File: config.mk
export PLATFORM = sky130hd
export DESIGN_NAME = selective_repeat_arq_sender_top
export DESIGN_NICKNAME = d
export VERILOG_FILES = /design/src/sv/sra_pkg.sv /design/src/sv/sra_list.sv /design/src/sv/selective_repeat_arq_sender_top.sv
export VERILOG_INCLUDE_DIRS = /design/src /design/src/sv
export SDC_FILE = /design/constraint.sdc
export NUM_CORES = 1
export LEC_CHECK = 0
export BUFFER_PORTS_ARGS = -buffer_cell sky130_fd_sc_hd__buf_2
export CELL_PAD_IN_SITES_DETAIL_PLACEMENT = 1
export CELL_PAD_IN_SITES_GLOBAL_PLACEMENT = 2
export CORE_UTILIZATION = 27
export CTS_BUF_LIST = sky130_fd_sc_hd__clkbuf_2
export CTS_CLUSTER_DIAMETER = 80
export DETAILED_ROUTE_END_ITERATION = 6
export PLACE_DENSITY_LB_ADDON = 0.1
export SYNTH_ARGS = -nofsm -noshare
export SYNTH_HDL_FRONTEND = slang
export SYNTH_SLANG_ARGS = --single-unit
File: constraint.sdc
create_clock -name clk -period 6.4 [get_ports clk]
set_clock_uncertainty 0.15 [all_clocks]
set_input_delay 0.64 -clock clk [delete_from_list [all_inputs] [get_ports clk]]
set_output_delay 0.64 -clock clk [all_outputs]
set_load 0.05 [all_outputs]
File: src/sv/selective_repeat_arq_sender_top_defines.svh
// ----------------------------------------------------------------------------
// Selective repeat ARQ sender assertion macros
// Concurrent assertion wrappers shared by the sender RTL.
// ----------------------------------------------------------------------------
`ifndef SELECTIVE_REPEAT_ARQ_SENDER_TOP_DEFINES_SVH
`define SELECTIVE_REPEAT_ARQ_SENDER_TOP_DEFINES_SVH

`ifndef ASSERT_OFF
// check a property on every clock edge outside reset
`define SRA_ASSERT(lbl, clk, rst_n, prop, msg) \
    lbl: assert property (@(posedge clk) disable iff (!rst_n) (prop)) else $error(msg);
// check that a condition is followed by another one in the next cycle
`define SRA_ASSERT_NEXT(lbl, clk, rst_n, ante, cons, msg) \
    lbl: assert property (@(posedge clk) disable iff (!rst_n) (ante) |=> (cons)) \
        else $error(msg);
`else
`define SRA_ASSERT(lbl, clk, rst_n, prop, msg)
`define SRA_ASSERT_NEXT(lbl, clk, rst_n, ante, cons, msg)
`endif

`endif

File: src/sv/sra_pkg.sv
// ----------------------------------------------------------------------------
// Selective repeat ARQ sender package
// Shared constants, codes and types of the sender.
// ----------------------------------------------------------------------------
package sra_pkg;

    localparam int WINDOW_MAX = 16;
    localparam int STREAM_MAX = 128;
    localparam int LIST_AW    = $clog2(WINDOW_MAX);
    localparam int IDX_W      = 7;
    localparam int CNT_W      = 5;
    localparam int POS_W      = 8;

    typedef enum logic [1:0] {
        RESP_ACK = 2'd0,
        RESP_NAK = 2'd1
    } resp_t;

    typedef enum logic [1:0] {
        CFG_WINDOW_SIZE   = 2'd0,
        CFG_STREAM_LENGTH = 2'd1
    } cfg_idx_t;

    typedef struct packed {
        logic               en;
        logic [LIST_AW-1:0] addr;
        logic [IDX_W-1:0]   data;
    } list_wr_t;

    // first member sits in the top bits, so answered_index lands in bit 0
    typedef struct packed {
        logic             done_res;
        logic             next_is_resend;
        logic [IDX_W-1:0] next_index;
        logic [POS_W-1:0] window_ack_index;
        logic             window_ack_valid;
        logic [CNT_W-1:0] failed_count;
        logic             answered_failed;
        logic             answered_ok;
        logic [IDX_W-1:0] answered_index;
    } result_t;

endpackage

File: src/sv/sra_list.sv
// ----------------------------------------------------------------------------
// Failed frame list
// Register array of negatively acknowledged frame indices with one write
// port, one read port and a forwarded view of the head entry.
// ----------------------------------------------------------------------------
module sra_list
    import sra_pkg::*;
(
    input  logic               clk,
    input  list_wr_t           wr,
    input  logic [LIST_AW-1:0] rd_addr,
    output logic [IDX_W-1:0]   rd_data,
    output logic [IDX_W-1:0]   head_data
);

    logic [IDX_W-1:0] list_mem [WINDOW_MAX];

    always_ff @(posedge clk)
    begin
        if (wr.en)
        begin
            list_mem[wr.addr] <= wr.data;
        end
    end

    assign rd_data = list_mem[rd_addr];

    // head entry as it stands after this cycle's write
    assign head_data = (wr.en && (wr.addr == '0)) ? wr.data : list_mem[0];

endmodule

File: src/sv/selective_repeat_arq_sender_top.sv
// ----------------------------------------------------------------------------
// Selective repeat ARQ sender
// Walks windows of frames, collects negative answers, resends the failed
// frames until the list is empty and emits cumulative window acks.
// ----------------------------------------------------------------------------
//
//  channel  direction  signals                     payload
//  -------  ---------  --------------------------  ------------------------------
//  s_*      in         s_tvalid s_tready s_tdata   response answer for offered frame
//  m_*      out        m_tvalid m_tready m_tdata   one result item per answer
//  cfg_*    in         cfg_valid cfg_ready         cfg_index, cfg_data register write
//
//  Each answer item is processed in the cycle it is accepted and its result is
//  held in the output register in the next cycle; one item per cycle unless m_tready stalls.
//  The only limit on rate is the single output register: a new item is taken
//  whenever the output register is empty or being drained in the same cycle.
//  Reset clears all progress; the stream length resets to zero, so the block
//  starts finished and answers with done_res until stream_length is written.
//  Configuration writes are always taken (cfg_ready is tied high).
//
`include "selective_repeat_arq_sender_top_defines.svh"

module selective_repeat_arq_sender_top
    import sra_pkg::*;
(
    input  logic        clk,
    input  logic        rst_n,
    // answers: [1:0] response, [7:2] zero
    input  logic        s_tvalid,
    output logic        s_tready,
    input  logic [7:0]  s_tdata,
    // results: [6:0] answered_index, [7] answered_ok, [8] answered_failed,
    // [13:9] failed_count, [14] window_ack_valid, [22:15] window_ack_index,
    // [29:23] next_index, [30] next_is_resend, [31] done_res
    output logic        m_tvalid,
    input  logic        m_tready,
    output logic [31:0] m_tdata,
    // register writes
    input  logic        cfg_valid,
    output logic        cfg_ready,
    input  logic [1:0]  cfg_index,
    input  logic [7:0]  cfg_data
);

    // ---------------------------------------------------------------- state
    logic [4:0]       window_size_reg;
    logic [7:0]       stream_length_reg;
    logic [POS_W-1:0] window_base_reg,   window_base_next;
    logic [POS_W-1:0] send_position_reg, send_position_next;
    logic             resend_phase_reg,  resend_phase_next;
    logic [CNT_W-1:0] failed_total_reg,  failed_total_next;
    logic [CNT_W-1:0] resend_read_reg,   resend_read_next;
    logic [CNT_W-1:0] resend_write_reg,  resend_write_next;
    logic             finished_reg,      finished_next;
    logic [IDX_W-1:0] offer_reg,         offer_next;

    logic             out_valid_reg;
    result_t          out_data_reg;

    // ---------------------------------------------------------------- step logic
    logic             s_accept;
    logic             cfg_accept;
    logic [1:0]       resp;
    logic [4:0]       win_eff;
    logic [POS_W-1:0] len_eff;
    logic [POS_W:0]   window_end;
    logic             window_done;
    logic [CNT_W-1:0] read_inc;
    logic [CNT_W-1:0] write_inc;
    logic [CNT_W-1:0] pending;
    result_t          res;
    list_wr_t         step_wr;
    list_wr_t         list_wr;
    logic [IDX_W-1:0] list_rd_data;
    logic [IDX_W-1:0] list_head;

    assign s_accept   = s_tvalid && s_tready;
    assign cfg_accept = cfg_valid && cfg_ready;
    assign resp       = s_tdata[1:0];

    // hold a new answer only while the output register cannot drain
    assign s_tready  = !out_valid_reg || m_tready;
    assign cfg_ready = 1'b1;

    // clamp the window to 1 .. WINDOW_MAX and the length to STREAM_MAX
    always_comb
    begin
        if (window_size_reg == '0)
        begin
            win_eff = 5'd1;
        end
        else if (window_size_reg > 5'(WINDOW_MAX))
        begin
            win_eff = 5'(WINDOW_MAX);
        end
        else
        begin
            win_eff = window_size_reg;
        end
        len_eff = (stream_length_reg > 8'(STREAM_MAX)) ? 8'(STREAM_MAX) : stream_length_reg;
    end

    assign window_end = {1'b0, window_base_reg} + {4'b0, win_eff};
    assign read_inc   = resend_read_reg + 5'd1;

    // list write for this answer: append in the first pass, compact during resend
    always_comb
    begin
        step_wr = '0;
        if (!finished_reg)
        begin
            if (!resend_phase_reg)
            begin
                step_wr.en   = (resp == RESP_NAK) && (failed_total_reg < 5'(WINDOW_MAX));
                step_wr.addr = failed_total_reg[LIST_AW-1:0];
                step_wr.data = send_position_reg[IDX_W-1:0];
            end
            else if (resp == RESP_NAK)
            begin
                step_wr.en   = !resend_write_reg[CNT_W-1];
                step_wr.addr = resend_write_reg[LIST_AW-1:0];
                step_wr.data = offer_reg;
            end
        end
    end

    always_comb
    begin
        window_base_next   = window_base_reg;
        send_position_next = send_position_reg;
        resend_phase_next  = resend_phase_reg;
        failed_total_next  = failed_total_reg;
        resend_read_next   = resend_read_reg;
        resend_write_next  = resend_write_reg;
        finished_next      = finished_reg;
        offer_next         = offer_reg;
        window_done        = 1'b0;
        write_inc          = resend_write_reg;
        pending            = '0;
        res                = '0;

        if (finished_reg)
        begin
            // keep state, report done only
            res.done_res = 1'b1;
        end
        else
        begin
            if (!resend_phase_reg)
            begin
                // first pass over the window
                res.answered_index  = send_position_reg[IDX_W-1:0];
                res.answered_ok     = (resp == RESP_ACK);
                res.answered_failed = (resp == RESP_NAK);
                failed_total_next  = failed_total_reg + {4'b0, step_wr.en};
                res.failed_count   = failed_total_next;
                send_position_next = send_position_reg + 8'd1;
                if (({1'b0, send_position_next} >= window_end) ||
                    (send_position_next >= len_eff))
                begin
                    if (failed_total_next != '0)
                    begin
                        resend_phase_next  = 1'b1;
                        resend_read_next   = '0;
                        resend_write_next  = '0;
                        res.next_index     = list_head;
                        res.next_is_resend = 1'b1;
                    end
                    else
                    begin
                        if (send_position_next < len_eff)
                        begin
                            res.window_ack_valid = 1'b1;
                            res.window_ack_index = send_position_next;
                        end
                        window_done = 1'b1;
                    end
                end
                else
                begin
                    res.next_index = send_position_next[IDX_W-1:0];
                end
            end
            else
            begin
                // resend pass: compact survivors toward the list head
                res.answered_index = offer_reg;
                if (resp == RESP_NAK)
                begin
                    res.answered_failed = 1'b1;
                    write_inc    = resend_write_reg + 5'd1;
                end
                else
                begin
                    res.answered_ok = 1'b1;
                end
                pending = (failed_total_reg > read_inc) ? (failed_total_reg - read_inc) : '0;
                res.failed_count  = write_inc + pending;
                resend_read_next  = read_inc;
                resend_write_next = write_inc;
                if (read_inc >= failed_total_reg)
                begin
                    failed_total_next = write_inc;
                    resend_read_next  = '0;
                    resend_write_next = '0;
                    if (write_inc == '0)
                    begin
                        resend_phase_next = 1'b0;
                        window_done       = 1'b1;
                    end
                    else
                    begin
                        res.next_index     = list_head;
                        res.next_is_resend = 1'b1;
                    end
                end
                else
                begin
                    res.next_index     = list_rd_data;
                    res.next_is_resend = 1'b1;
                end
            end

            if (window_done)
            begin
                // advance the base past the finished window
                window_base_next   = send_position_next;
                res.next_is_resend = 1'b0;
                if (send_position_next >= len_eff)
                begin
                    finished_next  = 1'b1;
                    res.next_index = '0;
                end
                else
                begin
                    res.next_index = send_position_next[IDX_W-1:0];
                end
            end
            res.done_res = finished_next;
            offer_next   = res.next_index;
        end
    end

    // write the list only for an accepted answer
    always_comb
    begin
        list_wr    = step_wr;
        list_wr.en = step_wr.en && s_accept;
    end

    sra_list u_list
    (
        .clk       (clk),
        .wr        (list_wr),
        .rd_addr   (read_inc[LIST_AW-1:0]),
        .rd_data   (list_rd_data),
        .head_data (list_head)
    );

    // ---------------------------------------------------------------- registers
    always_ff @(posedge clk or negedge rst_n)
    begin
        if (!rst_n)
        begin
            window_size_reg   <= 5'd4;
            stream_length_reg <= '0;
            window_base_reg   <= '0;
            send_position_reg <= '0;
            resend_phase_reg  <= 1'b0;
            failed_total_reg  <= '0;
            resend_read_reg   <= '0;
            resend_write_reg  <= '0;
            finished_reg      <= 1'b1;
            offer_reg         <= '0;
        end
        else if (cfg_accept)
        begin
            unique case (cfg_index)
                CFG_WINDOW_SIZE:
                begin
                    window_size_reg <= cfg_data[4:0];
                end
                CFG_STREAM_LENGTH:
                begin
                    // restart the stream from frame zero
                    stream_length_reg <= cfg_data;
                    window_base_reg   <= '0;
                    send_position_reg <= '0;
                    resend_phase_reg  <= 1'b0;
                    failed_total_reg  <= '0;
                    resend_read_reg   <= '0;
                    resend_write_reg  <= '0;
                    finished_reg      <= (cfg_data == '0);
                    offer_reg         <= '0;
                end
                default:
                begin
                    // unused register index, drop the write
                end
            endcase
        end
        else if (s_accept)
        begin
            window_base_reg   <= window_base_next;
            send_position_reg <= send_position_next;
            resend_phase_reg  <= resend_phase_next;
            failed_total_reg  <= failed_total_next;
            resend_read_reg   <= resend_read_next;
            resend_write_reg  <= resend_write_next;
            finished_reg      <= finished_next;
            offer_reg         <= offer_next;
        end
    end

    // output register: load on accept, clear valid when taken
    always_ff @(posedge clk or negedge rst_n)
    begin
        if (!rst_n)
        begin
            out_valid_reg <= 1'b0;
        end
        else if (s_accept)
        begin
            out_valid_reg <= 1'b1;
        end
        else if (m_tready)
        begin
            out_valid_reg <= 1'b0;
        end
    end

    always_ff @(posedge clk)
    begin
        if (s_accept)
        begin
            out_data_reg <= res;
        end
    end

    assign m_tvalid = out_valid_reg;
    assign m_tdata  = out_data_reg;

    // ---------------------------------------------------------------- assertions
    `SRA_ASSERT(a_list_bound, clk, rst_n, failed_total_reg <= 5'(WINDOW_MAX), "failed list overflow")
    `SRA_ASSERT(a_compact_order, clk, rst_n, resend_write_reg <= resend_read_reg, "compaction overtook read pointer")
    `SRA_ASSERT(a_resend_nonempty, clk, rst_n, !resend_phase_reg || (resend_read_reg < failed_total_reg), "resend pass past list end")
    `SRA_ASSERT(a_done_idle, clk, rst_n, !finished_reg || !resend_phase_reg, "resend pass after stream done")
    `SRA_ASSERT_NEXT(a_done_result, clk, rst_n, s_accept && finished_reg, m_tvalid && m_tdata[31], "answer after done lost its done flag")

endmodule

==> impl_metrics.env <==
export IMPL_status="completed"
export IMPL_antenna_found_initial=1
export IMPL_fp_dieW_um=194
export IMPL_dr_pass1_iters=4
export IMPL_clkPwrFrac_pct=16.1
export IMPL_clk_path_buf_depth=2
export IMPL_worst_r2r_setup_slack_ns=1.64
export IMPL_grt_usage_pct=16.1
export IMPL_grt_overflow_total=0
export IMPL_synth_area_leader_cell="edfxtp_1"
export IMPL_clock_latency_ns=0.83
export IMPL_grt_pass1_vias=7147
export IMPL_hold_viol_final=0
export IMPL_cap_violations=0
export IMPL_synthTopCellsByArea="edfxtp_1 (43%), dfrtp_1 (13%), mux4_2 (6.3%), ha_1 (5.5%), mux2_2 (2.5%)"
export IMPL_dp_cells=1252
export IMPL_yosysWarningCount=0
export IMPL_fin_nets=888
export IMPL_largest_register="u_list.list_mem"
export IMPL_yosysUniqueCellTypes=77
export IMPL_cts_root_buf="clkbuf_2"
export IMPL_synth_compound_area_share_pct=11.8
export IMPL_io_pins=58
export IMPL_hp_class="in -> reg"
export IMPL_path_max_fanout=10
export IMPL_max_stage_delay_ns=0.65
export IMPL_layout_min_cycle_time_ns=4.76
export IMPL_core_area_um2=36500
export IMPL_drt_first_iter_violations=336
export IMPL_swShare_pct=43.9
export IMPL_postLayoutCoreUtil_pct=30.7
export IMPL_die_area_um2=37800
export IMPL_end_kind="flop"
export IMPL_p_comb_share_pct=43.2
export IMPL_relSlewSlack_pct=24.8
export IMPL_syn_num_nets=819
export IMPL_synthAdderAreaFrac_pct=6.11
export IMPL_hpwl_um=20800
export IMPL_synthFlopType="edfxtp_1"
export IMPL_cp_start_kind="flop"
export IMPL_cts_max_level=4
export IMPL_tritoncts="done"
export IMPL_critPathMostFrequentCell="a21oi_1"
export IMPL_synthArstFlopShare_pct=27.3
export IMPL_critPathTopFamily="compound AO/OA/AOI/OAI gates"
export IMPL_vias_per_cell=5.01
export IMPL_postSynthAreaPerCell_um2=13.3
export IMPL_leakage_nw=3.97
export IMPL_drc=0
export IMPL_synth_edf_count=144
export IMPL_p_sw_mw=1.71
export IMPL_max_freq_ghz=0.210
export IMPL_postRouteAntennaNets=0
export IMPL_synth_top_family_by_area="compound AO/OA/AOI/OAI gates"
export IMPL_setup_viol=0
export IMPL_cts_buffers=17
export IMPL_synthSimpleGateAreaFrac_pct=9.13
export IMPL_numPortBuffers=50
export IMPL_cp_slowest_cell="o32ai_2"
export IMPL_crit_required_ns=6.93
export IMPL_internal_power_mw=2.19
export IMPL_via_count=6507
export IMPL_synth_area_mux_share_pct=10.6
export IMPL_timing_critical_path_arrival_ns=5.29
export IMPL_synth_cells=749
export IMPL_rsz0062_at_grt="false"
export IMPL_cts_sinks=198
export IMPL_fillers=3924
export IMPL_initial_core_util_pct=27.4
export IMPL_grt_max_degree=55
export IMPL_die_y_um=194
export IMPL_drv_slew=0
export IMPL_min_period_over_period_pct=74.4
export IMPL_cp_buffers_inverters=1
export IMPL_gp_congestion=0.798
export IMPL_crit_type="reg -> reg"
export IMPL_synth_top_area_share_pct=43.3
export IMPL_crit_chain="nand2b_1, inv_1, ha_1, a21o_1, a21oi_1, o21bai_1, a21oi_1, nor2_1, xnor2_1, ha_1, a21boi_0, o21a_1, o221ai_1, a31oi_2, o32ai_2, a21oi_1, a21oi_1"
export IMPL_tightest_slew_ns=1.12
export IMPL_powerDensity_nw_per_um2=348
export IMPL_num_rows=70
export IMPL_final_instance_count_excl_fill=1300
export IMPL_synth_area_um2=9990
export IMPL_ys_ff_latch=198
export IMPL_worst_ir_drop_vdd_mv=0.164
export IMPL_setup_tns_final_ns=0
export IMPL_largest_reg_flops=112
export IMPL_clkTransAtPathRegs_ns=0.32
export IMPL_synth_seq_area_share_pct=56.8
export IMPL_grt_pass1_wl_um=44900
export IMPL_placed_cell_area_um2=10800
export IMPL_area_growth_pct=12.2
export IMPL_power_frac_seq_pct=40.6
export IMPL_wl_per_cell_um=22.6
export IMPL_synth_xor_area_share_pct=2.80
export IMPL_drive_above_1_share_pct=21.5
export IMPL_final_cell_area_um2=11200
export IMPL_finalWirelength_um=29300
-- path summary, 6_finish.rpt --
kind                       depth (start not counted)                    to                  from
max                                               17           m_tdata[29]    window_size_reg[4]
max reg2reg                                       17           m_tdata[29]    window_size_reg[4]
min reg2reg                                        1  stream_length_reg[0]  stream_length_reg[0]
min in group asynchronous                          3   failed_total_reg[4]                 rst_n
max in group asynchronous                          3  send_position_reg[7]                 rst_n
min                                                3    window_size_reg[2]          cfg_index[1]
-- worst register-to-register path, stage by stage, from the launching register on --
cell and delay, ns:
dfrtp_1 0.55, nand2b_1 0.19, inv_1 0.05, ha_1 0.26, a21o_1 0.18, a21oi_1 0.25, o21bai_1 0.10, a21oi_1 0.24
nor2_1 0.11, xnor2_1 0.14, ha_1 0.31, a21boi_0 0.09, o21a_1 0.17, o221ai_1 0.33, a31oi_2 0.34, o32ai_2 0.65
a21oi_1 0.20, a21oi_1 0.29
-- timing repair --
| item | CTS | global route |
|---|---|---|
| hold buffers | 15 | 0 |
| endpoints found under the hold margin | 69 | 0 |
| resized for setup | 0 | 0 |
| setup endpoints to repair | 0 | 0 |
| buffers inserted | 0 | 0 |
-- placed cells by master (no fill, tap or decap), types with 15 or more instances in the layout --
cell type	count
nand2_1	46
mux2_2	22
inv_1	27
mux2i_1	18
mux4_2	28
buf_4	19
nor2_1	44
nor3_1	17
edfxtp_1	144
dlygate4sd3_1	15
ha_1	44
o21ai_0	26
clkbuf_2	17
a21oi_1	46
buf_2	50
xor2_1	17
dfrtp_1	52
-- cells in the mapped netlist, types with 3 or more instances --
cell type	count
o21bai_1	4
mux4_2	28
o21ai_0	26
nand4_1	11
nor2_1	44
inv_1	27
nor2_2	5
nor2b_1	7
a21boi_0	8
or3_1	7
o21a_1	4
a21o_1	8
dfrtp_1	52
a22o_1	12
o2bb2ai_1	5
a21oi_1	46
xnor2_1	14
mux2i_1	18
nand3_1	8
a32oi_1	7
a32o_1	6
buf_2	10
nor3_1	17
edfxtp_1	144
clkbuf_1	17
nand2b_1	8
nand2_1	46
o21ai_1	3
a211oi_1	5
nor4_1	4
a311o_1	5
ha_1	44
xor2_1	18
fa_1	3
buf_4	3
mux2_2	22
a31oi_1	3
-- stage by stage --
step	power [mW]	worst slack, ns	hold slack (ns)
after CTS	3.98	1.54	0.00318
after detailed placement	3.31	1.63	0.339
after floorplan	2.80	1.83	0.194
final	3.90	1.64	0.124
after global routing	4.16	1.28	0.0139
after global placement	3.29	1.68	0.325
-- power groups by stage --
stage               Clock [mW]  Sequential (mW)  Combinational [mW]
CTS                      0.673             1.59                1.72
global route             0.706             1.60                1.85
detailed placement           0             1.61                1.70
floorplan                    0             1.69                1.11
finish                   0.630             1.59                1.69
global placement             0             1.61                1.68
-- cells by family after synthesis --
| logic type | Yosys count |
|---|---|
| buffers and inverters | 62 |
| and+or+nand+nor | 177 |
| muxes | 68 |
| DFF | 198 |
| other | 1 |
| xor gates and xnor gates | 32 |
| adders and majority gates | 47 |
| AOI/OAI and AO/OA | 164 |
-- final cells by class --
cell class	instances	area, um^2	share of cell area (%)
Antenna cell	1	2.50	0.0223
Clock buffer	17	85.1	0.759
Clock inverter	15	161	1.44
Inverter	28	105	0.937
Multi-Input combinational cell	489	4050	36.1
Sequential cell	198	5680	50.6
Tap cell	468	586	5.22
Timing Repair Buffer	84	543	4.84
-- layer usage --
metal / track usage, % / up-vias / wire [um]
met5: 0 / - / 0
met4: 4.12 / 0 / 407
met3: 3.09 / 19 / 800
met2: 27.9 / 94 / 14700
met1: 20.4 / 3387 / 13400
li1: - / 3007 / -
Power figures use the tool's default switching activity.
